**src/design/dcbp_pkg.sv**
```systemverilog
package dcbp_pkg;

  // Frame and command bytes.
  localparam logic [7:0] BYTE_START  = 8'h01;
  localparam logic [7:0] BYTE_NULL   = 8'h00;
  localparam logic [7:0] CMD_HOTEND  = 8'h20;
  localparam logic [7:0] CMD_BED     = 8'h21;
  localparam logic [7:0] CMD_FAN     = 8'h22;
  localparam logic [7:0] CMD_SPINDLE = 8'h23;
  localparam logic [7:0] CMD_PAGE    = 8'h10;
  localparam logic [7:0] CMD_GCODE   = 8'h30;

  // Result kinds.
  localparam int KIND_W = 3;
  localparam logic [KIND_W-1:0] KIND_HOTEND  = 3'd0;
  localparam logic [KIND_W-1:0] KIND_BED     = 3'd1;
  localparam logic [KIND_W-1:0] KIND_FAN     = 3'd2;
  localparam logic [KIND_W-1:0] KIND_SPINDLE = 3'd3;
  localparam logic [KIND_W-1:0] KIND_PAGE    = 3'd4;
  localparam logic [KIND_W-1:0] KIND_GCODE   = 3'd5;

  localparam int VALUE_W = 24;
  localparam int CHAR_W  = 8;

  // Number of little-endian value bytes per target command (1 to 3).
  localparam int VALUE_BYTES = 3;

  // A gcode run never keeps more than this many characters.
  localparam int RUN_LIMIT = 31;
  localparam int CNT_W     = 5;

  localparam int GCODE_BUFFER_BYTES_DEF = 32;
  localparam int QUEUE_DEPTH_DEF        = 2;

  // Percent to pwm: floor(pct * 255 / 100), saturated at 255.
  localparam logic [7:0]  PCT_FULL  = 8'd100;
  localparam logic [12:0] RECIP_100 = 13'd5243;  // 2^19 / 100, rounded up
  localparam int          RECIP_SH  = 19;

  // One job handed from the parser to the result sequencer.
  typedef struct packed {
    logic [KIND_W-1:0]  kind;
    logic [VALUE_W-1:0] value;
    logic [CNT_W-1:0]   count;
    logic               overflow;
  } job_t;

endpackage

```
**src/design/dcbp_if.sv**
```systemverilog
interface dcbp_in_if;
  import dcbp_pkg::*;

  logic              valid;
  logic              ready;
  logic [CHAR_W-1:0] rx_byte;

  modport source (output valid, output rx_byte, input ready);
  modport sink (input valid, input rx_byte, output ready);
endinterface

interface dcbp_out_if;
  import dcbp_pkg::*;

  logic               valid;
  logic               ready;
  logic [KIND_W-1:0]  kind;
  logic [VALUE_W-1:0] value;
  logic               last;
  logic               truncated;

  modport source (output valid, output kind, output value, output last, output truncated,
                  input ready);
  modport sink (input valid, input kind, input value, input last, input truncated,
                output ready);
endinterface

```
**src/design/dcbp_ram.sv**
```systemverilog
module dcbp_ram #(
  parameter int WIDTH = 8,
  parameter int DEPTH = 32
) (
  input  logic                     clk,
  input  logic                     wr_en,
  input  logic [$clog2(DEPTH)-1:0] wr_addr,
  input  logic [WIDTH-1:0]         wr_data,
  input  logic                     rd_en,
  input  logic [$clog2(DEPTH)-1:0] rd_addr,
  output logic [WIDTH-1:0]         rd_data
);

  logic [WIDTH-1:0] mem [DEPTH];

  always_ff @(posedge clk) begin
    if (wr_en) begin
      mem[wr_addr] <= wr_data;
    end
    if (rd_en) begin
      rd_data <= mem[rd_addr];
    end
  end

endmodule

```
**src/design/dcbp_front.sv**
```systemverilog
module dcbp_front #(
  parameter int GCODE_BUFFER_BYTES = dcbp_pkg::GCODE_BUFFER_BYTES_DEF
) (
  input  logic                              clk,
  input  logic                              rst,
  dcbp_in_if.sink                           byte_in,
  output logic                              push,
  output dcbp_pkg::job_t                    push_job,
  input  logic                              q_full,
  input  logic                              run_done,
  output logic                              wr_en,
  output logic [$clog2(GCODE_BUFFER_BYTES)-1:0] wr_addr,
  output logic [dcbp_pkg::CHAR_W-1:0]       wr_data
);
  import dcbp_pkg::*;

  localparam int ADDR_W = $clog2(GCODE_BUFFER_BYTES);
  localparam int CAP    = (GCODE_BUFFER_BYTES - 1 < RUN_LIMIT) ?
                          GCODE_BUFFER_BYTES - 1 : RUN_LIMIT;

  localparam logic [1:0] PH_IDLE = 2'd0;
  localparam logic [1:0] PH_CMD  = 2'd1;
  localparam logic [1:0] PH_ARGS = 2'd2;

  logic [1:0]         phase;
  logic [7:0]         cmd;
  logic [CNT_W-1:0]   cnt;
  logic [VALUE_W-1:0] acc;
  logic               ovf;
  logic               gcode_busy;

  logic               accept;
  logic [7:0]         c;
  logic               is_target;
  logic               cmd_known;
  logic               in_gcode;
  logic [VALUE_W-1:0] pwm;
  logic [14:0]        pct_x255;
  logic [27:0]        prod;

  assign c         = byte_in.rx_byte;
  assign in_gcode  = (phase == PH_ARGS) && (cmd == CMD_GCODE);
  assign byte_in.ready = !q_full && !(in_gcode && gcode_busy);
  assign accept    = byte_in.valid && byte_in.ready;
  assign is_target = (cmd == CMD_HOTEND) || (cmd == CMD_BED) ||
                     (cmd == CMD_FAN) || (cmd == CMD_SPINDLE);
  assign cmd_known = (c == CMD_HOTEND) || (c == CMD_BED) || (c == CMD_FAN) ||
                     (c == CMD_SPINDLE) || (c == CMD_PAGE) || (c == CMD_GCODE);

  // Anything above 100 percent saturates, so only seven bits reach the multiplier.
  assign pct_x255 = {acc[6:0], 8'b0} - {8'b0, acc[6:0]};
  assign prod     = {13'b0, pct_x255} * {15'b0, RECIP_100};
  assign pwm      = (acc > VALUE_W'(PCT_FULL)) ? VALUE_W'(8'hFF) :
                    VALUE_W'(prod[RECIP_SH +: 8]);

  always_comb begin
    push     = 1'b0;
    push_job = '0;
    wr_en    = 1'b0;
    wr_addr  = ADDR_W'(cnt);
    wr_data  = c;
    if (accept && phase == PH_ARGS) begin
      if (is_target) begin
        if (!(cnt < CNT_W'(VALUE_BYTES))) begin
          push          = 1'b1;
          push_job.kind = {1'b0, cmd[1:0]};
          push_job.value = cmd[1] ? pwm : acc;
        end
      end else if (cmd == CMD_PAGE) begin
        push           = 1'b1;
        push_job.kind  = KIND_PAGE;
        push_job.value = VALUE_W'(c);
      end else if (cmd == CMD_GCODE) begin
        if (c != BYTE_NULL) begin
          wr_en = cnt < CNT_W'(CAP);
        end else begin
          push              = 1'b1;
          push_job.kind     = KIND_GCODE;
          push_job.count    = cnt;
          push_job.overflow = ovf;
        end
      end
    end
  end

  always_ff @(posedge clk) begin
    if (rst) begin
      phase      <= PH_IDLE;
      cmd        <= '0;
      cnt        <= '0;
      acc        <= '0;
      ovf        <= 1'b0;
      gcode_busy <= 1'b0;
    end else begin
      if (run_done) begin
        gcode_busy <= 1'b0;
      end
      if (push && push_job.kind == KIND_GCODE) begin
        gcode_busy <= 1'b1;
      end
      if (accept) begin
        unique case (phase)
          PH_CMD: begin
            cmd   <= c;
            cnt   <= '0;
            acc   <= '0;
            ovf   <= 1'b0;
            phase <= cmd_known ? PH_ARGS : PH_IDLE;
          end
          PH_ARGS: begin
            if (is_target) begin
              if (cnt < CNT_W'(VALUE_BYTES)) begin
                acc <= acc | (VALUE_W'(c) << {cnt[1:0], 3'b000});
                cnt <= cnt + 1'b1;
              end else begin
                phase <= PH_IDLE;
              end
            end else if (cmd == CMD_GCODE) begin
              if (c != BYTE_NULL) begin
                if (cnt < CNT_W'(CAP)) begin
                  cnt <= cnt + 1'b1;
                end else begin
                  ovf <= 1'b1;
                end
              end else begin
                phase <= PH_IDLE;
              end
            end else begin
              phase <= PH_IDLE;
            end
          end
          default: begin
            phase <= (c == BYTE_START) ? PH_CMD : PH_IDLE;
          end
        endcase
      end
    end
  end

  a_cnt_cap: assert property (@(posedge clk) disable iff (rst)
    in_gcode |-> cnt <= CNT_W'(CAP))
    else $error("gcode character count beyond buffer capacity");

  a_no_write_busy: assert property (@(posedge clk) disable iff (rst)
    wr_en |-> !gcode_busy)
    else $error("gcode buffer written while a run is still being read");

endmodule

```
**src/design/dcbp_queue.sv**
```systemverilog
module dcbp_queue #(
  parameter int DEPTH = dcbp_pkg::QUEUE_DEPTH_DEF
) (
  input  logic           clk,
  input  logic           rst,
  input  logic           push,
  input  dcbp_pkg::job_t push_job,
  output logic           full,
  input  logic           pop,
  output dcbp_pkg::job_t head,
  output logic           empty
);
  import dcbp_pkg::*;

  localparam int PTR_W = $clog2(DEPTH);
  localparam int OCC_W = $clog2(DEPTH + 1);

  job_t             slots [DEPTH];
  logic [PTR_W-1:0] wr_ptr;
  logic [PTR_W-1:0] rd_ptr;
  logic [OCC_W-1:0] occ;

  assign full  = occ == OCC_W'(DEPTH);
  assign empty = occ == '0;
  assign head  = slots[rd_ptr];

  always_ff @(posedge clk) begin
    if (push) begin
      slots[wr_ptr] <= push_job;
    end
  end

  always_ff @(posedge clk) begin
    if (rst) begin
      wr_ptr <= '0;
      rd_ptr <= '0;
      occ    <= '0;
    end else begin
      if (push) begin
        wr_ptr <= (wr_ptr == PTR_W'(DEPTH - 1)) ? '0 : wr_ptr + 1'b1;
      end
      if (pop) begin
        rd_ptr <= (rd_ptr == PTR_W'(DEPTH - 1)) ? '0 : rd_ptr + 1'b1;
      end
      if (push && !pop) begin
        occ <= occ + 1'b1;
      end else if (pop && !push) begin
        occ <= occ - 1'b1;
      end
    end
  end

  a_no_overrun: assert property (@(posedge clk) disable iff (rst)
    push |-> !full)
    else $error("job queue written while full");

endmodule

```
**src/design/dcbp_back.sv**
```systemverilog
module dcbp_back #(
  parameter int GCODE_BUFFER_BYTES = dcbp_pkg::GCODE_BUFFER_BYTES_DEF
) (
  input  logic                                  clk,
  input  logic                                  rst,
  input  logic                                  q_empty,
  input  dcbp_pkg::job_t                        q_head,
  output logic                                  q_pop,
  output logic                                  rd_en,
  output logic [$clog2(GCODE_BUFFER_BYTES)-1:0] rd_addr,
  input  logic [dcbp_pkg::CHAR_W-1:0]           rd_data,
  output logic                                  run_done,
  dcbp_out_if.source                            result
);
  import dcbp_pkg::*;

  localparam int ADDR_W = $clog2(GCODE_BUFFER_BYTES);

  localparam logic [1:0] B_IDLE = 2'd0;
  localparam logic [1:0] B_RUN  = 2'd1;
  localparam logic [1:0] B_WAIT = 2'd2;

  logic [1:0]       state;
  logic [CNT_W-1:0] idx;
  logic [CNT_W-1:0] cnt;
  logic             ovf;

  logic             out_free;
  logic             more;

  assign out_free = !result.valid || result.ready;
  assign more     = idx < cnt;
  assign q_pop    = (state == B_IDLE) && !q_empty &&
                    ((q_head.kind == KIND_GCODE) || out_free);
  assign rd_en    = (state == B_RUN) && more;
  assign rd_addr  = ADDR_W'(idx);
  assign run_done = (state == B_RUN) && !more && out_free;

  always_ff @(posedge clk) begin
    if (rst) begin
      state        <= B_IDLE;
      result.valid <= 1'b0;
      idx          <= '0;
      cnt          <= '0;
      ovf          <= 1'b0;
    end else begin
      if (result.valid && result.ready) begin
        result.valid <= 1'b0;
      end
      unique case (state)
        B_RUN: begin
          if (more) begin
            state <= B_WAIT;
          end else if (out_free) begin
            result.valid <= 1'b1;
            state        <= B_IDLE;
          end
        end
        B_WAIT: begin
          if (out_free) begin
            result.valid <= 1'b1;
            idx          <= idx + 1'b1;
            state        <= B_RUN;
          end
        end
        default: begin
          if (q_pop) begin
            if (q_head.kind == KIND_GCODE) begin
              idx   <= '0;
              cnt   <= q_head.count;
              ovf   <= q_head.overflow;
              state <= B_RUN;
            end else begin
              result.valid <= 1'b1;
            end
          end
        end
      endcase
    end
  end

  // Payload register, loaded alongside valid.
  always_ff @(posedge clk) begin
    unique case (state)
      B_RUN: begin
        if (!more && out_free) begin
          result.kind      <= KIND_GCODE;
          result.value     <= '0;
          result.last      <= 1'b1;
          result.truncated <= ovf;
        end
      end
      B_WAIT: begin
        if (out_free) begin
          result.kind      <= KIND_GCODE;
          result.value     <= VALUE_W'(rd_data);
          result.last      <= 1'b0;
          result.truncated <= ovf;
        end
      end
      default: begin
        if (q_pop && q_head.kind != KIND_GCODE) begin
          result.kind      <= q_head.kind;
          result.value     <= q_head.value;
          result.last      <= 1'b1;
          result.truncated <= 1'b0;
        end
      end
    endcase
  end

  a_wait_in_range: assert property (@(posedge clk) disable iff (rst)
    state == B_WAIT |-> idx < cnt)
    else $error("character read past the end of the run");

  a_done_emits_last: assert property (@(posedge clk) disable iff (rst)
    run_done |=> result.valid && result.last && result.kind == KIND_GCODE)
    else $error("gcode run finished without its closing item");

endmodule

```
**src/design/display_command_byte_parser.sv**
```systemverilog
// A single result (target, pwm or page) goes from the byte that triggers it through the
// job queue into the output register; the first character of a gcode run also passes
// through the sequencer's run state and a buffer read, the closing item of an empty run
// only the run state. Throughput: one input byte per cycle, held off while the job queue
// is full or gcode bytes wait for the previous run to be read out; each gcode character
// is read and registered before the next read starts. Reset is synchronous, active high.
module display_command_byte_parser #(
  parameter int GCODE_BUFFER_BYTES = dcbp_pkg::GCODE_BUFFER_BYTES_DEF
) (
  input  logic       clk,
  input  logic       rst,
  dcbp_in_if.sink    byte_in,
  dcbp_out_if.source result
);
  import dcbp_pkg::*;

  localparam int ADDR_W = $clog2(GCODE_BUFFER_BYTES);

  // Jobs from the parser to the sequencer.
  logic  push;
  job_t  push_job;
  logic  q_full;
  logic  q_pop;
  job_t  q_head;
  logic  q_empty;

  // Gcode character buffer: written by the parser, read by the sequencer.
  // Reset leaves its contents alone; only characters of the current run are read.
  logic              wr_en;
  logic [ADDR_W-1:0] wr_addr;
  logic [CHAR_W-1:0] wr_data;
  logic              rd_en;
  logic [ADDR_W-1:0] rd_addr;
  logic [CHAR_W-1:0] rd_data;

  // The sequencer tells the parser when the buffer is free for the next run.
  logic run_done;

  // The parser tracks the frame phase, gathers value bytes, scales fan and spindle
  // percentages, and writes gcode characters into the buffer. Each complete command
  // becomes one job. While a gcode run is still being read out, the parser holds
  // off transfers of further gcode bytes so that the buffer is never overwritten.
  dcbp_front #(
    .GCODE_BUFFER_BYTES(GCODE_BUFFER_BYTES)
  ) u_front (
    .clk     (clk),
    .rst     (rst),
    .byte_in (byte_in),
    .push    (push),
    .push_job(push_job),
    .q_full  (q_full),
    .run_done(run_done),
    .wr_en   (wr_en),
    .wr_addr (wr_addr),
    .wr_data (wr_data)
  );

  // A short job queue lets the parser keep taking bytes while results wait.
  dcbp_queue #(
    .DEPTH(QUEUE_DEPTH_DEF)
  ) u_queue (
    .clk     (clk),
    .rst     (rst),
    .push    (push),
    .push_job(push_job),
    .full    (q_full),
    .pop     (q_pop),
    .head    (q_head),
    .empty   (q_empty)
  );

  dcbp_ram #(
    .WIDTH(CHAR_W),
    .DEPTH(GCODE_BUFFER_BYTES)
  ) u_buf (
    .clk    (clk),
    .wr_en  (wr_en),
    .wr_addr(wr_addr),
    .wr_data(wr_data),
    .rd_en  (rd_en),
    .rd_addr(rd_addr),
    .rd_data(rd_data)
  );

  // The sequencer turns each job into result transfers: one for a single command,
  // or every buffered character followed by a zero item for a gcode run.
  dcbp_back #(
    .GCODE_BUFFER_BYTES(GCODE_BUFFER_BYTES)
  ) u_back (
    .clk     (clk),
    .rst     (rst),
    .q_empty (q_empty),
    .q_head  (q_head),
    .q_pop   (q_pop),
    .rd_en   (rd_en),
    .rd_addr (rd_addr),
    .rd_data (rd_data),
    .run_done(run_done),
    .result  (result)
  );

endmodule

```
**src/flat_wrapper.sv**
```systemverilog
// flat-port wrapper written by rule: the top's interface ports become plain ports
module display_command_byte_parser_flat import dcbp_pkg::*;
#(
  parameter int GCODE_BUFFER_BYTES = dcbp_pkg::GCODE_BUFFER_BYTES_DEF
)
  (clk, rst, byte_in_valid, byte_in_rx_byte, byte_in_ready, result_valid, result_kind, result_value, result_last, result_truncated, result_ready);
  dcbp_in_if byte_in_i ();
  dcbp_out_if result_i ();
  input  logic clk;
  input  logic rst;
  input wire logic [$bits(byte_in_i.valid)-1:0] byte_in_valid;
  input wire logic [$bits(byte_in_i.rx_byte)-1:0] byte_in_rx_byte;
  output wire logic [$bits(byte_in_i.ready)-1:0] byte_in_ready;
  output wire logic [$bits(result_i.valid)-1:0] result_valid;
  output wire logic [$bits(result_i.kind)-1:0] result_kind;
  output wire logic [$bits(result_i.value)-1:0] result_value;
  output wire logic [$bits(result_i.last)-1:0] result_last;
  output wire logic [$bits(result_i.truncated)-1:0] result_truncated;
  input wire logic [$bits(result_i.ready)-1:0] result_ready;
  assign byte_in_i.valid = byte_in_valid;
  assign byte_in_i.rx_byte = byte_in_rx_byte;
  assign byte_in_ready = byte_in_i.ready;
  assign result_valid = result_i.valid;
  assign result_kind = result_i.kind;
  assign result_value = result_i.value;
  assign result_last = result_i.last;
  assign result_truncated = result_i.truncated;
  assign result_i.ready = result_ready;
  display_command_byte_parser #(.GCODE_BUFFER_BYTES(GCODE_BUFFER_BYTES)) u_core (.clk(clk), .rst(rst), .byte_in(byte_in_i), .result(result_i));
endmodule
```
**config.mk**
```make
export PLATFORM = sky130hd
export DESIGN_NAME = display_command_byte_parser_flat
export DESIGN_NICKNAME = d
export VERILOG_FILES = /design/src/design/dcbp_pkg.sv /design/src/design/dcbp_if.sv /design/src/design/dcbp_ram.sv /design/src/design/dcbp_front.sv /design/src/design/dcbp_queue.sv /design/src/design/dcbp_back.sv /design/src/design/display_command_byte_parser.sv /design/src/flat_wrapper.sv
export SDC_FILE = /design/constraint.sdc
export NUM_CORES = 1
export LEC_CHECK = 0
export BUFFER_PORTS_ARGS = -buffer_cell sky130_fd_sc_hd__buf_4
export CORE_MARGIN = 1.5
export CORE_UTILIZATION = 49
export CTS_CLUSTER_DIAMETER = 100
export CTS_CLUSTER_SIZE = 16
export DETAILED_ROUTE_END_ITERATION = 6
export HOLD_SLACK_MARGIN = 0.06
export PLACE_DENSITY_LB_ADDON = 0.08
export RECOVER_POWER = 50
export SLEW_MARGIN = 10
export SYNTH_ARGS = -nofsm -noshare
export SYNTH_HDL_FRONTEND = slang
export SYNTH_SLANG_ARGS = --single-unit
```
**constraint.sdc**
```tcl
create_clock -name clk -period 7.5 [get_ports clk]
set_input_delay 0.75 -clock clk [delete_from_list [all_inputs] [get_ports clk]]
set_output_delay 0.75 -clock clk [all_outputs]
set_load 0.005 [all_outputs]
```
Word-level counts from Yosys, hierarchy flattened. Memories as Yosys holds them, arrays and structs flattened. A register that Yosys moved wholly into a read port is not among the register bits. Index checks and enable logic that the tools add are counted.

Register bits: 88. RAM bits: 322. Input port bits: 12. Memories: 2.

Add/subtract/negate cells: 7. Multipliers: 1. Magnitude comparators: 4. Equality and inequality tests: 36. Shifts and indexed selects: 1. Muxes and demuxes: 89. Bitwise gates (word level): 3. Reductions and logical operators: 54.

Memory list: u_core.u_buf.mem (depth 32, width 8, read ports 1, clocked after Yosys merged registers in 1, wr ports 1, RTL line dcbp_ram.sv:14) `logic [WIDTH-1:0] mem [DEPTH];`; u_core.u_queue.slots (depth 2, width 33, read ports 1, clocked after Yosys merged registers in 1, wr ports 1, RTL line dcbp_queue.sv:18) `job_t slots [DEPTH];`.

Operator list (number): 24-bit two-way mux (6); 24-bit one-hot mux with 2 select lines (2); 8-bit by 6-bit == test with 1-bit output (second input constant) (10); 5-bit two-way mux (8); 1-bit two-way mux (37); 33-bit two-way mux (1); 15-bit by 13-bit multiplier with 27-bit output (second input constant) (1); 27-bit two-way mux (1); 26-bit two-way mux (1); 24-bit by 7-bit greater-than comparator with 1-bit output (second input constant) (1); 2-bit two-way mux (12); 6-bit two-way mux (4); 24-bit bitwise OR (1); 8-bit by 5-bit << shifter with 24-bit output (1); 5-bit one-hot mux with 2 select lines (2); 3-bit two-way mux (6); 8-bit by 5-bit == test with 1-bit output (second input constant) (2); 1-bit logical AND (16); 8-bit two-way mux (2); 15-bit by 7-bit subtractor with 15-bit output (1); 3-bit by 2-bit != test with 1-bit output (second input constant) (4); 4-bit AND reduction (3); 6-bit AND reduction (2); 5-bit by 1-bit adder with 5-bit output (second input constant) (2); 27 further kinds (69).

Longest topological paths before layout. Gate-level depths: netlist (run 1).

Depth after elaboration: 12. Gate-level depth with buffers: 26. Depth with buffers taken out: 25.

Cells and area by module. Synthesis (run 1) repeated with hierarchy kept, for this count alone.

Cells, all modules: 1418. Area, all modules: 20776.2 um^2.

By module, submodules not included: dcbp_ram (times used 1, cells each 417, area an instance 10133.5 um^2); dcbp_front (times used 1, cells each 717, area an instance 6117.1 um^2); dcbp_queue (times used 1, cells each 125, area an instance 2583.7 um^2); dcbp_back (times used 1, cells each 159, area an instance 1941.9 um^2).

Worst setup path after synthesis (run 1). Ideal clock, no wire load.

Path type: register -> register. Start point: register u_core.u_front.acc[0]. End point: memory u_core.u_queue.slots[0][13] (netlist name), data pin. Library setup time: 0.197 ns. Arrival time: 6.416 ns. Required time: 7.303 ns. Path slack: 0.887 ns. Stages on the path, launching flop included: 25. Path buffers: 1. Clock period less this slack: 6.613 ns. Cell sequence: dfxtp_1 > clkbuf_1 > inv_1 > ha_1 > nand2_1 > nand3_1 > o21ai_0 > inv_1 > fa_1 > inv_1 > ha_1 > fa_1 > fa_1 > inv_1 > fa_1 > inv_1 > ha_1 > and4_1 > a32o_1 > a21oi_1 > o21ai_1 > a211o_1 > a21oi_1 > xnor2_1 > a221oi_1.

RTL lines: start: declaration (RTL line dcbp_front.sv:28) `logic [VALUE_W-1:0] acc;`; start signal: assignment (RTL line dcbp_front.sv:113) `acc <= acc | (VALUE_W'(c) << {cnt[1:0], 3'b000});`; end: declaration (RTL line dcbp_queue.sv:18).

==> results.txt, run 1 <==
- Count of nets left with antenna violations after detail routing: 0
- For this configuration, the core starts out at a cell density of 0.499.
- A synthesized cell averages around 15 um^2.
- CP startpoint kind: flop
* Post-Synthesis Cell Area: a little over 20,000 um^2
* Vias in the first global route: about 11,000
- Endpoint kind of the worst setup timing path: flop
- Setup violations remaining at the end of the flow were counted as 0.
* Final net count: between 1,500 and 2,000
- Fraction of synthesized cell area taken by the top area cell type: 0.528
* Final setup slack of the worst path: about 0.7 ns
- Worst EP required: 7.89 ns
* Unrepaired setup endpoints after global routing: no
- Met2 capacity usage during global routing: 0.312
- In the final layout, the share of cells above drive strength 1 is 0.123.
* Hold/Removal Path Class: flop to flop
* CTS HTree Levels: 1
- The detailed router finished its first iteration with ~780 violations.
* Cell leakage power: between 8 and 9 nW
- Crit path time final: 6.82 ns
- In the synthesized netlist, the cells that appear most often are sky130_fd_sc_hd__edfxtp_1 (359), sky130_fd_sc_hd__inv_1 (152), sky130_fd_sc_hd__nor2_1 (116).
* Biggest area contributors in the synthesized netlist: sky130_fd_sc_hd__edfxtp_1 (53%), sky130_fd_sc_hd__mux4_2 (8.8%), sky130_fd_sc_hd__ha_1 (7.0%), sky130_fd_sc_hd__fa_1 (6.4%), sky130_fd_sc_hd__dfxtp_1 (5.9%)
- The first global-routing pass estimated 65,700 um of wire.
* Arrival time at the worst endpoint: 7.21 ns
- Non-filler instance count after layout: just under 2,000
- For this run, design rule violations remaining after detail routing come to 0.
* Final weighted congestion in routability-driven placement: roughly 0.82
- Leading register cell type out of synthesis: sky130_fd_sc_hd__edfxtp_1
- Along the worst path, the maximum fanout reaches 9.
- For the worst-skew pair, the clock arrives at the later sink with an insertion delay of approximately 0.59 ns.
- Busiest metal layer after global routing: met2
- Count of flip-flops with a built-in enable after synthesis: about 360
- Total routed wirelength: between 40,000 and 50,000 um
- Buffers inserted to repair hold after CTS numbered 0.
- On the final layout, the worst clock skew is between 0.04 and 0.05 ns.
- The floorplan step defined a core boundary enclosing between 40,000 and 50,000 um^2.
- Ratio of total power to cell area: about 190 nW/um^2
- Count of synthesis-stage warnings from yosys: 0
* Run status: complete, but fails checks
- Vias: approximately 11,000
* Resized cells post-CTS: 0
* Half-perimeter wire length of the detailed placement result: ~28,000 um
* Global-route met3 utilization: 0.0309
- Vias/cell: roughly 5.5
* Fraction of the yosys area taken by sequential cells: 0.587
- Synthesis produced a netlist whose cell count is between 1,000 and 1,500.
- In the global route stage, met1 resource usage came out at 0.298.
* Async SR Flop Fraction: 0
- After clock tree synthesis, the clock-pin slew on the worst setup and hold paths is about 0.08 ns.
- Final hold violation count: 0
- Headroom to the max-slew limit came out at -0.564.
- The number of nets handed over by synthesis was approximately 1,600.
- Counting along the longest clock path gives a buffer depth of 3.
* Global-route usage over all layers: 0.199
- In this run, distinct cell masters in the synthesized netlist total 63.
- The clock net in this run drives a total of ~420 sinks.
* Growth of design area from synthesis to finish: 8.25%
- Dividing the final minimum period by the clock period gives 0.909.
- Root cell of the clock tree: sky130_fd_sc_hd__clkbuf_16
- Measured along the y axis, the die boundary spans about 210 um.
- Setup total negative slack: 0 ns
- Final hold analysis gives a worst-case slack of 0.486 ns.
- Largest net degree at the start of global routing: a little under 70
- DIE AREA: around 43,000 um^2
* Average detailed-routed wire length per instance: 21.4 um
- The floorplan step set the die width to between 200 and 250 um.
- The completed layout was analyzed and its total power is a little over 0.004 W.
- The worst setup path is of the flop to flop kind.
* Dominant cell type by area after synthesis: sky130_fd_sc_hd__edfxtp_1
* IO Port Bufs: 42
* CTS tree: done
- Pre-antenna DRT Iters: 5
- Placed cell count: around 1,900
- In this run, CTS created clock tree buffers numbering 30.
* Max-cap viol count: 9
- Number of flip-flops and latches in the synthesized netlist: 419
- The floorplan has 74 rows.
* Initial antenna violation count: 1
- Buffers added to address setup during post-CTS repair amount to 0.
* Gr ovfl total: 0
* Placement Setup Slack: 0.740 ns
- The max-slew violation count came to between 300 and 400.
- The checks that failed: max-capacitance violations, max-slew violations.
- For the pin with the worst max-slew slack, the measured transition is about 2.3 ns.
- 43 I/O pins were placed.
- Based on the critical path, the design can be clocked at up to 147 MHz.
- Peak supply drop: around 190 uV
- Dominant cell by count in the synthesized netlist: sky130_fd_sc_hd__edfxtp_1
[critical path: stages, from the launching register on]
cell                       delay (ns)
sky130_fd_sc_hd__dfxtp_1         0.41
sky130_fd_sc_hd__inv_1           0.16
sky130_fd_sc_hd__ha_1            0.31
sky130_fd_sc_hd__nand2_1         0.11
sky130_fd_sc_hd__or3_1           0.33
sky130_fd_sc_hd__xor2_1          0.40
sky130_fd_sc_hd__inv_1           0.25
sky130_fd_sc_hd__fa_1            0.55
sky130_fd_sc_hd__inv_1           0.04
sky130_fd_sc_hd__ha_1            0.20
sky130_fd_sc_hd__fa_1            0.51
sky130_fd_sc_hd__fa_1            0.50
sky130_fd_sc_hd__inv_1           0.06
sky130_fd_sc_hd__fa_1            0.53
sky130_fd_sc_hd__inv_1           0.04
sky130_fd_sc_hd__ha_1            0.33
sky130_fd_sc_hd__a21oi_1         0.20
sky130_fd_sc_hd__o221ai_1        0.15
sky130_fd_sc_hd__a22oi_1         0.24
sky130_fd_sc_hd__o21ai_1         0.29
sky130_fd_sc_hd__a211o_1         0.41
sky130_fd_sc_hd__a21oi_1         0.18
sky130_fd_sc_hd__xnor2_1         0.08
sky130_fd_sc_hd__a221oi_1        0.32
[flip-flops by register name, indices dropped and copies added (netlist names), 3 cells and up, named ones only]
name                        cells
u_core.u_buf.mem              256
u_core.u_queue.slots           66
u_core.u_back.result.value     24
u_core.u_front.acc             24
u_core.u_buf.rd_data            8
u_core.u_front.cmd              8
u_core.u_back.cnt               5
u_core.u_back.rd_addr           5
u_core.u_front.wr_addr          5
u_core.u_back.result.kind       3
[cells by family (layout without fill, tap and decap cells)]
family | count (synthesis) | after routing | synth area share
buffers and inverters | 205 | 263 | 0.0391
other | 0 | 1 | 0
adders and majority gates | 179 | 179 | 0.134
muxes | 132 | 132 | 0.114
and+or+nand+nor | 273 | 273 | 0.0651
xor gates and xnor gates | 33 | 33 | 0.0142
AOI/OAI and AO/OA | 143 | 143 | 0.0465
DFF | 419 | 419 | 0.587
[routing by layer]
metal  vias up  share of wire
li1       5136              -
met1      5487           0.47
met2       212           0.47
met3        57          0.044
met4         0          0.019
met5         -              0
[power breakdown]
part	total [W]	switching (W)	internal [W]
logic	0.0000541	0.0000463	0.00000788
clock network	0.00152	0.000764	0.000760
registers	0.00251	0.000000163	0.00251
total	0.00409	0.000810	0.00328
[placed cells by master (no fill, tap or decap), types with 34 or more instances in the layout]
cell	Yosys	layout
sky130_fd_sc_hd__a21oi_1	34	35
sky130_fd_sc_hd__clkbuf_1	30	34
sky130_fd_sc_hd__dfxtp_1	60	58
sky130_fd_sc_hd__edfxtp_1	359	359
sky130_fd_sc_hd__fa_1	65	65
sky130_fd_sc_hd__ha_1	114	114
sky130_fd_sc_hd__inv_1	152	152
sky130_fd_sc_hd__mux2i_1	44	44
sky130_fd_sc_hd__mux4_2	80	80
sky130_fd_sc_hd__nand2_1	46	47
sky130_fd_sc_hd__nor2_1	116	116
[through the flow]
stage	util	cell area, um^2
6_report	0.540	22100
5_1_grt	0.540	22100
2_1_floorplan	-	20400
4_1_cts	0.541	22200
3_3_place_gp	0.520	21300
3_5_place_dp	0.520	21300
[layout make-up]
| type | instances | area, um^2 |
|---|---|---|
| fill | 3402 | 18800 |
| sequential | 419 | 12000 |
| multi-input combinational | 760 | 7620 |
| clock buffer | 54 | 841 |
| tap | 532 | 666 |
| inverter | 152 | 571 |
| timing repair buffer | 55 | 375 |
| clock inverter | 2 | 32.5 |
| antenna | 1 | 2.50 |
[final timing paths]
check                   startpoint                     endpoint  slack (ns)  cells past startpoint
min             u_core.u_front.ovf           u_core.u_front.ovf        0.49                      2
max          u_core.u_front.acc[1]  u_core.u_queue.slots[0][13]        0.68                     23
min reg2reg     u_core.u_front.ovf           u_core.u_front.ovf        0.49                      2
max reg2reg  u_core.u_front.acc[1]  u_core.u_queue.slots[0][13]        0.68                     23
Note: power is estimated with default switching activity, not from simulation.
==> run 2, diff against run 1 <==
CORE_UTILIZATION = 30   (was 49)
PLACE_DENSITY_LB_ADDON = 0.1   (was 0.08)
==> run 2 against run 1 <==
Against the previous run: the run still ends with max-capacitance violations, max-slew violations left; largest cell class unchanged; critical path type unchanged; cell count increased by 18%; clock power increased by 3%; global-route usage is 5.5 points lower.
==> results.txt, run 2 (same netlist as run 1, synthesis figures left out) <==
- Run status: complete, but fails checks (unchanged)
- Violations in the final reports: max-capacitance violations, max-slew violations (unchanged).
* Met2 capacity usage during global routing: 0.244 (was 0.312)
* Hold/Removal Path Class: flop to flop (unchanged)
- Total power consumption of the routed design: 0.00415 W (was 0.00409 W)
* Slowest Stage Delay on Critical Path: 0.56 ns (was 0.55 ns)
* Worst Setup EP: u_core.u_queue.slots[0][13] (unchanged)
- Half-perimeter wire length of the detailed placement result: 33,500 um (was 28,100 um)
- Crit path time final: 6.87 ns (was 6.82 ns)
- The root cell of the clock tree was sky130_fd_sc_hd__clkbuf_16 (unchanged).
- The master of the slowest instance on the critical path was sky130_fd_sc_hd__fa_1 (unchanged).
- Placement Setup Slack: 0.627 ns (was 0.740 ns)
* Worst slew margin relative to its limit: -0.812 (was -0.564)
- Count of nets left with antenna violations after detail routing: 0 (unchanged)
- Met1 Resource Use GR: 0.200 (was 0.298)
* Clock sink count: 419 (unchanged)
* Initial antenna violation count: 1 (unchanged)
* Largest net degree at the start of global routing: 51 (was 69)
* Number of clock buffers inserted by TritonCTS: 30 (unchanged)
- The leakage power summed over all cells is 8.29 nW (was 8.28 nW).
- Cell-by-cell trace of the critical path: inv_1 > ha_1 > nand2_1 > nand3_1 > o21ai_0 > inv_1 > fa_1 > inv_1 > ha_1 > fa_1 > fa_1 > inv_1 > fa_1 > inv_1 > ha_1 > and4_1 > a32o_1 > a21oi_1 > o21ai_1 > a211o_1 > a21oi_1 > xnor2_1 > a221oi_1 (was inv_1 > ha_1 > nand2_1 > or3_1 > xor2_1 > inv_1 > fa_1 > inv_1 > ha_1 > fa_1 > fa_1 > inv_1 > fa_1 > inv_1 > ha_1 > a21oi_1 > o221ai_1 > a22oi_1 > o21ai_1 > a211o_1 > a21oi_1 > xnor2_1 > a221oi_1)
- The routed wire length per instance is 21.3 um (was 21.4 um).
* Crit path depth: 23 (unchanged)
- The top achievable clock speed is 146 MHz (was 147 MHz).
* Global-route usage over all layers: 0.144 (was 0.199)
- DIE AREA: 69,600 um^2 (was 42,900 um^2)
* Worst reg2reg endpoint: u_core.u_queue.slots[0][13] (unchanged)
- Count of pins over their slew limit: 383 (was 356)
- The final net count is 1,617 (was 1,609).
- The count of buffering cells on the critical path with inverters included came to 5 (unchanged).
- Die Height: 264 um (was 207 um)
- Area of the core: 67,300 um^2 (was 40,900 um^2)
- Vias/cell: 4.75 (was 5.51)
- Peak supply drop: 163 uV (was 189 uV)
* CTS HTree Levels: 1 (unchanged)
- Worst-Margin Slew: 2.72 ns (was 2.35 ns)
- The total setup violations reported at the end of the flow came to 0 (unchanged).
- Busiest metal layer after global routing: met2 (unchanged)
- Total routed wirelength: 49,500 um (was 42,200 um)
* Ratio of total power to cell area: 184 nW/um^2 (was 185 nW/um^2)
- The global routing met3 resource utilization came to 0.0148 (was 0.0309).
* Worst EP required: 7.87 ns (was 7.89 ns)
* Arrival time at the worst endpoint: 7.24 ns (was 7.21 ns)
* Number of cells on the worst reg-to-reg path: 23 (unchanged)
- Post-CTS Setup Inserts: 0 (unchanged)
* IO Port Bufs: 42 (unchanged)
- The total number of vias came to 11,000 (was 10,900).
- DRC violations left: 0 (unchanged)
- Antenna Diode Count: 0 (was 1)
- Vias in the first global route: 11,800 (was 10,900)
- FF-to-FF Start: u_core.u_front.acc[1] (unchanged)
- Max-cap viol count: 10 (was 9)
- The number of buffers inserted for hold repair after clock tree synthesis was 0 (unchanged).
- Most frequent cell on the critical path: sky130_fd_sc_hd__inv_1 (unchanged)
- Pre-antenna DRT Iters: 5 (unchanged)
- Clock network latency to the later pin of the worst-skew pair: 0.62 ns (was 0.59 ns)
* Starting utilization of the core area: 0.303 (was 0.499)
* Top cell family by delay on the critical path: adder cells (unchanged)
- Global-route wire length before repair: 75,200 um (was 65,700 um)
- The fraction of final layout cells with drive strength greater than 1 was 0.122 (was 0.123).
- The horizontal extent of the die is 264 um (was 207 um).
- Number of fill cells in the layout: 6,561 (was 3,402)
- Number of rows created at floorplan: 95 (was 74)
- Endpoint kind of the worst setup timing path: flop (unchanged)
- Clock-pin slew of the registers on the worst-case setup and hold paths: 0.08 ns (about the same)
- Flop-to-flop setup slack: 0.63 ns (was 0.68 ns)
- Unrepaired setup endpoints after global routing: no (unchanged)
* Final setup slack of the worst path: 0.630 ns (was 0.681 ns)
- Resized cells post-CTS: 0 (unchanged)
- The launching element type of the critical path is a flop (unchanged).
- Max FFs per register: 256 (unchanged)
- Min-Delay Path Depth: 2 (unchanged)
* Commonest cells after routing, fill and taps aside: sky130_fd_sc_hd__edfxtp_1 (359), sky130_fd_sc_hd__inv_1 (152), sky130_fd_sc_hd__nor2_1 (116) (unchanged)
- Buffers from clock root to sink, at most: 3 (unchanged)
- The final-report hold violation count is 0 (unchanged).
* Launching element of the worst setup path: u_core.u_front.acc[1] (unchanged)
- Setup total negative slack: 0 ns (unchanged)
* Gr ovfl total: 0 (unchanged)
* Top Registers: u_core.u_buf.mem (256), u_core.u_queue.slots (66) (unchanged)
- Most common cell after layout, fill and taps aside: sky130_fd_sc_hd__edfxtp_1 (unchanged)
* Final weighted congestion in routability-driven placement: 0.761 (was 0.820)
- The maximum fanout along the worst path is 9 (unchanged).
- The I/O pin total was 43 (unchanged).
- The worst clock skew on the final layout is 0.0587 ns (was 0.0457 ns).
- Reg with most FFs: u_core.u_buf.mem (unchanged)
- CTS tree: done (unchanged)
- Crit Path Class: flop to flop (unchanged)
- Initial DRC count: 715 (was 781)
- Growth of design area from synthesis to finish: 10.5% (was 8.25%)
- Ratio of final minimum period to clock period: 0.916 (was 0.909)
==> run 2: cell count changes in the layout (fill, tap and decap cells not counted), sizes merged <==
| cell | delta |
|---|---|
| clkbuf | +6 |
| buf | +2 |
| diode | -1 |
==> run 2: per-layer routing <==
layer | vias to the layer above | wire (um) | part of all wire
met3 | 42 | 1260 | 0.025
met2 | 140 | 24000 | 0.48
met1 | 5708 | 23500 | 0.47
met4 | 0 | 780 | 0.016
met5 | - | 0 | 0
li1 | 5138 | - | -
==> run 2: metrics by stage <==
stage | hold WS [ns] | utilization | instances | cell area, um^2
detailed placement | 0.459 | 0.324 | 2267 | 21800
floorplan | 0.429 | - | 1384 | 20400
global route | 0.512 | 0.335 | 2323 | 22600
global placement | 0.461 | 0.324 | 2267 | 21800
finish | 0.470 | 0.335 | 2323 | 22600
CTS | 0.480 | 0.337 | 2323 | 22700
==> run 2: tightest hold or removal path, cell delays in order (launching register included) <==
cell,delay [ns]
sky130_fd_sc_hd__dfxtp_1,0.33
sky130_fd_sc_hd__a21oi_1,0.04
sky130_fd_sc_hd__nor2_1,0.07
==> run 2: layout make-up <==
cell class	count	area [um^2]	area share
clock inverter	2	46.3	0.00205
timing repair buffer	63	405	0.0180
multi-input combinational	760	7610	0.338
inverter	152	571	0.0253
sequential	419	12000	0.531
clock buffer	54	841	0.0373
tap	873	1090	0.0484
==> run 2: power breakdown <==
part / total (W) / switching [W] / internal (W)
registers: 0.00251 / 0.000000117 / 0.00251
clock network: 0.00157 / 0.000809 / 0.000763
logic: 0.0000593 / 0.0000506 / 0.00000866
==> run 2: how the worst min path moves through the flow <==
stage,end,slack (ns),start
6_report,u_core.u_front.ovf,0.47,u_core.u_front.ovf
5_1_grt,u_core.u_front.ovf,0.51,u_core.u_front.ovf
4_1_cts,u_core.u_front.ovf,0.48,u_core.u_front.ovf
3_5_place_dp,u_core.u_front.ovf,0.46,u_core.u_front.ovf
3_3_place_gp,u_core.u_front.ovf,0.46,u_core.u_front.ovf
2_1_floorplan,u_core.u_front.ovf,0.43,u_core.u_front.ovf
==> run 3, diff against run 2 <==
CORE_MARGIN = 2   (was 1.5)
MAX_ROUTING_LAYER = met4   (was unset)
==> run 3 against run 2 <==
Against the previous run: the flow still finishes with violations (max-capacitance violations, max-slew violations); highest routed layer unchanged; critical endpoint unchanged; fmax up 0.23%; first-iteration DRC count up 2.7%; worst setup slack better by 0.015 ns; utilization about the same.
==> results.txt, run 3 (same netlist as run 1, synthesis figures left out) <==
* Run status: complete, but fails checks (unchanged)
- Violations in the final reports: max-capacitance violations, max-slew violations (unchanged)
- Vias: 10,900 (was 11,000)
- The summed negative setup slack over all endpoints is 0 ns (unchanged).
- The minimum clock period is 6.85 ns (was 6.87 ns).
- The vertical die dimension is 265 um (was 264 um).
- The number of placement rows is 95 (unchanged).
- The critical path capture point type is a flop (unchanged).
- The I/O pin total came to 43 (unchanged).
- Highest Clock Rate: 146 MHz (about the same)
* Global-route usage over all layers: 0.149 (was 0.144)
- The critical setup path kind is flop to flop (unchanged).
* Resized cells post-CTS: 0 (unchanged)
- Launching element of the worst setup path: u_core.u_front.acc[1] (unchanged)
- The final net count came to 1,616 (was 1,617).
- The worst-case setup slack after placement came to 0.705 ns (was 0.627 ns).
* Ratio of total power to cell area: 185 nW/um^2 (was 184 nW/um^2)
* Met1 Routed Length: 24,000 um (was 23,500 um)
- The number of buffers inserted for hold repair after clock tree synthesis was 0 (unchanged).
- Global-route wire length before repair: 75,800 um (was 75,200 um)
- The residual antenna-violating net count after detailed routing was 0 (unchanged).
- The max-slew violation count came to 385 (was 383).
- Worst slew margin relative to its limit: -0.840 (was -0.812)
- The actual slew at the worst max-slew pin is 2.76 ns (was 2.72 ns).
* Peak supply drop: 109 uV (was 163 uV)
* Routed wire length on met2: 23,300 um (was 24,000 um)
- The number of remaining DRC errors came to 0 (unchanged).
- The total setup violations reported at the end of the flow came to 0 (unchanged).
* Cell leakage power: 8.29 nW (about the same)
- DIE AREA: 70,100 um^2 (was 69,600 um^2)
- The total CTS buffers came to 30 (unchanged).
- The number of antenna violations at the first check in global routing came to 0 (was 1).
- The share of the clock period used by the worst path came to 0.914 (was 0.916).
- The master of the slowest instance on the critical path was sky130_fd_sc_hd__fa_1 (unchanged).
* CP Buf/Inv Count: 4 (was 5)
- The core region area is 67,300 um^2 (unchanged).
* Top cell family by delay on the critical path: adder cells (unchanged)
- Cell-by-cell trace of the critical path: inv_1 > ha_1 > nand2_1 > or3_1 > a21oi_1 > inv_1 > fa_1 > ha_1 > fa_1 > inv_1 > fa_1 > fa_1 > inv_1 > ha_1 > and4_1 > a32o_1 > a21oi_1 > o21ai_1 > a211o_1 > a21oi_1 > xnor2_1 > a221oi_1 (was inv_1 > ha_1 > nand2_1 > nand3_1 > o21ai_0 > inv_1 > fa_1 > inv_1 > ha_1 > fa_1 > fa_1 > inv_1 > fa_1 > inv_1 > ha_1 > and4_1 > a32o_1 > a21oi_1 > o21ai_1 > a211o_1 > a21oi_1 > xnor2_1 > a221oi_1).
* Growth of design area from synthesis to finish: 10.5% (about the same)
- The longest individual stage delay on the worst path was 0.55 ns (was 0.56 ns).
- FF-to-FF Start: u_core.u_front.acc[1] (unchanged)
- The H-tree depth was 1 (unchanged).
- Final setup slack of the worst path: 0.645 ns (was 0.630 ns)
* CTS tree: done (unchanged)
- Chip width: 265 um (was 264 um)
- The worst clock skew on the final layout was 0.0624 ns (was 0.0587 ns).
* Origin of the worst min-delay path: u_core.u_front.ovf (unchanged)
- The utilization of the core after routing is 0.335 (about the same).
- The final-report hold violation count is 0 (unchanged).
- Commonest cells after routing, fill and taps aside: sky130_fd_sc_hd__edfxtp_1 (359), sky130_fd_sc_hd__inv_1 (152), sky130_fd_sc_hd__nor2_1 (116) (unchanged).
* Worst EP required: 7.88 ns (was 7.87 ns)
- Max FFs per register: 256 (unchanged)
- The register with the highest flop count is u_core.u_buf.mem (unchanged).
- Area used by sequential logic in the layout: 12,000 um^2 (about the same)
- Met3 wire length: 2000 um (was 1260 um)
- Most common cell after layout, fill and taps aside: sky130_fd_sc_hd__edfxtp_1 (unchanged)
* Proportion of layout cells with a drive suffix above 1: 0.123 (was 0.122)
- Top Registers: u_core.u_buf.mem (256), u_core.u_queue.slots (66) (unchanged).
- DR top layer: met4 (unchanged)
- Half-perimeter wire length of the detailed placement result: 33,600 um (was 33,500 um)
- The data arrival time of the worst path came to 7.23 ns (was 7.24 ns).
- Vias in the first global route: 11,400 (was 11,800)
- Unrepaired setup endpoints after global routing: no (unchanged)
- IO Port Bufs: 42 (unchanged)
- The starting utilization of the core area was 0.303 (unchanged).
- Total power consumption of the routed design: 0.00416 W (was 0.00415 W)
* Hold/Removal Path Class: flop to flop (unchanged)
- The largest buffer count on any clock path was 3 (unchanged).
- Number of fill cells in the layout: 6,535 (was 6,561)
- Footprint of the multi-input gates: 7610 um^2 (about the same)
* Root cell of the clock tree: sky130_fd_sc_hd__clkbuf_16 (unchanged)
* Gr ovfl total: 0 (unchanged)
- Vias/cell: 4.69 (was 4.75)
* Initial DRC count: 734 (was 715)
* Post-CTS Setup Inserts: 0 (unchanged)
- The routed wire length per instance was 21.6 um (was 21.3 um).
- Pre-antenna DRT Iters: 5 (unchanged)
- CP startpoint kind: flop (unchanged)
- The maximum number of pins on one net before global-route repair came to 57 (was 51).
- The source-to-sink clock delay at the later pin of the worst-skew pair is 0.63 ns (was 0.62 ns).
- Final weighted congestion in routability-driven placement: 0.766 (was 0.761)
- The clock transition at the register clock pins on the worst setup and hold paths after CTS came to 0.08 ns (about the same).
* Highest fanout seen on the critical path: 9 (unchanged)
- The count of clock tree sinks was 419 (unchanged).
- The total of max-cap violations was 10 (unchanged).
- Total routed wirelength: 50,200 um (was 49,500 um)
-- run 3: cell types whose count changed in the layout (fill, tap and decap cells not counted), sizes merged --
cell	previous run	this run
clkbuf	100	97
diode	0	1
buf	17	18
-- run 3: final timing paths --
check | end | slack (ns) | cells past startpoint
worst max-delay path | u_core.u_queue.slots[0][13] | 0.65 | 22
worst min-delay path | u_core.u_front.ovf | 0.48 | 2
worst max register to register | u_core.u_queue.slots[0][13] | 0.65 | 22
worst min register to register | u_core.u_front.ovf | 0.48 | 2
-- run 3: power breakdown --
part / internal [W] / switching [W] / total (W)
clock network: 0.000761 / 0.000830 / 0.00159
logic: 0.00000828 / 0.0000505 / 0.0000588
registers: 0.00251 / 0.000000118 / 0.00251
-- run 3: worst register-to-register path, cell delays in order, from the launching register on --
cell and delay [ns]:
sky130_fd_sc_hd__dfxtp_1 0.40, sky130_fd_sc_hd__inv_1 0.15, sky130_fd_sc_hd__ha_1 0.25, sky130_fd_sc_hd__nand2_1 0.08, sky130_fd_sc_hd__or3_1 0.33, sky130_fd_sc_hd__a21oi_1 0.44
sky130_fd_sc_hd__inv_1 0.29, sky130_fd_sc_hd__fa_1 0.55, sky130_fd_sc_hd__ha_1 0.32, sky130_fd_sc_hd__fa_1 0.49, sky130_fd_sc_hd__inv_1 0.06, sky130_fd_sc_hd__fa_1 0.50
sky130_fd_sc_hd__fa_1 0.55, sky130_fd_sc_hd__inv_1 0.04, sky130_fd_sc_hd__ha_1 0.33, sky130_fd_sc_hd__and4_1 0.22, sky130_fd_sc_hd__a32o_1 0.21, sky130_fd_sc_hd__a21oi_1 0.15
sky130_fd_sc_hd__o21ai_1 0.26, sky130_fd_sc_hd__a211o_1 0.40, sky130_fd_sc_hd__a21oi_1 0.18, sky130_fd_sc_hd__xnor2_1 0.09, sky130_fd_sc_hd__a221oi_1 0.35
-- run 3: per-layer routing --
layer,track usage,vias up
met4,0.0301,0
li1,-,5142
met1,0.204,5543
met3,0.0230,55
met2,0.235,159
met5,-,-
-- run 3: cell type report --
class / instances / share of cell area
flip-flops and latches: 419 / 0.532
multi-input cells: 760 / 0.338
well taps: 873 / 0.0484
clock buffers: 53 / 0.0371
inverters: 152 / 0.0253
repair buffers: 62 / 0.0178
clock inverters: 2 / 0.00205
diodes: 1 / 0.000111
-- run 3: through the flow --
stage	instances	cell area, um^2	hold WS [ns]
floorplan	1384	20400	0.429
global placement	2266	21800	0.451
detailed placement	2266	21800	0.471
CTS	2321	22600	0.469
global route	2321	22600	0.522
finish	2322	22600	0.482
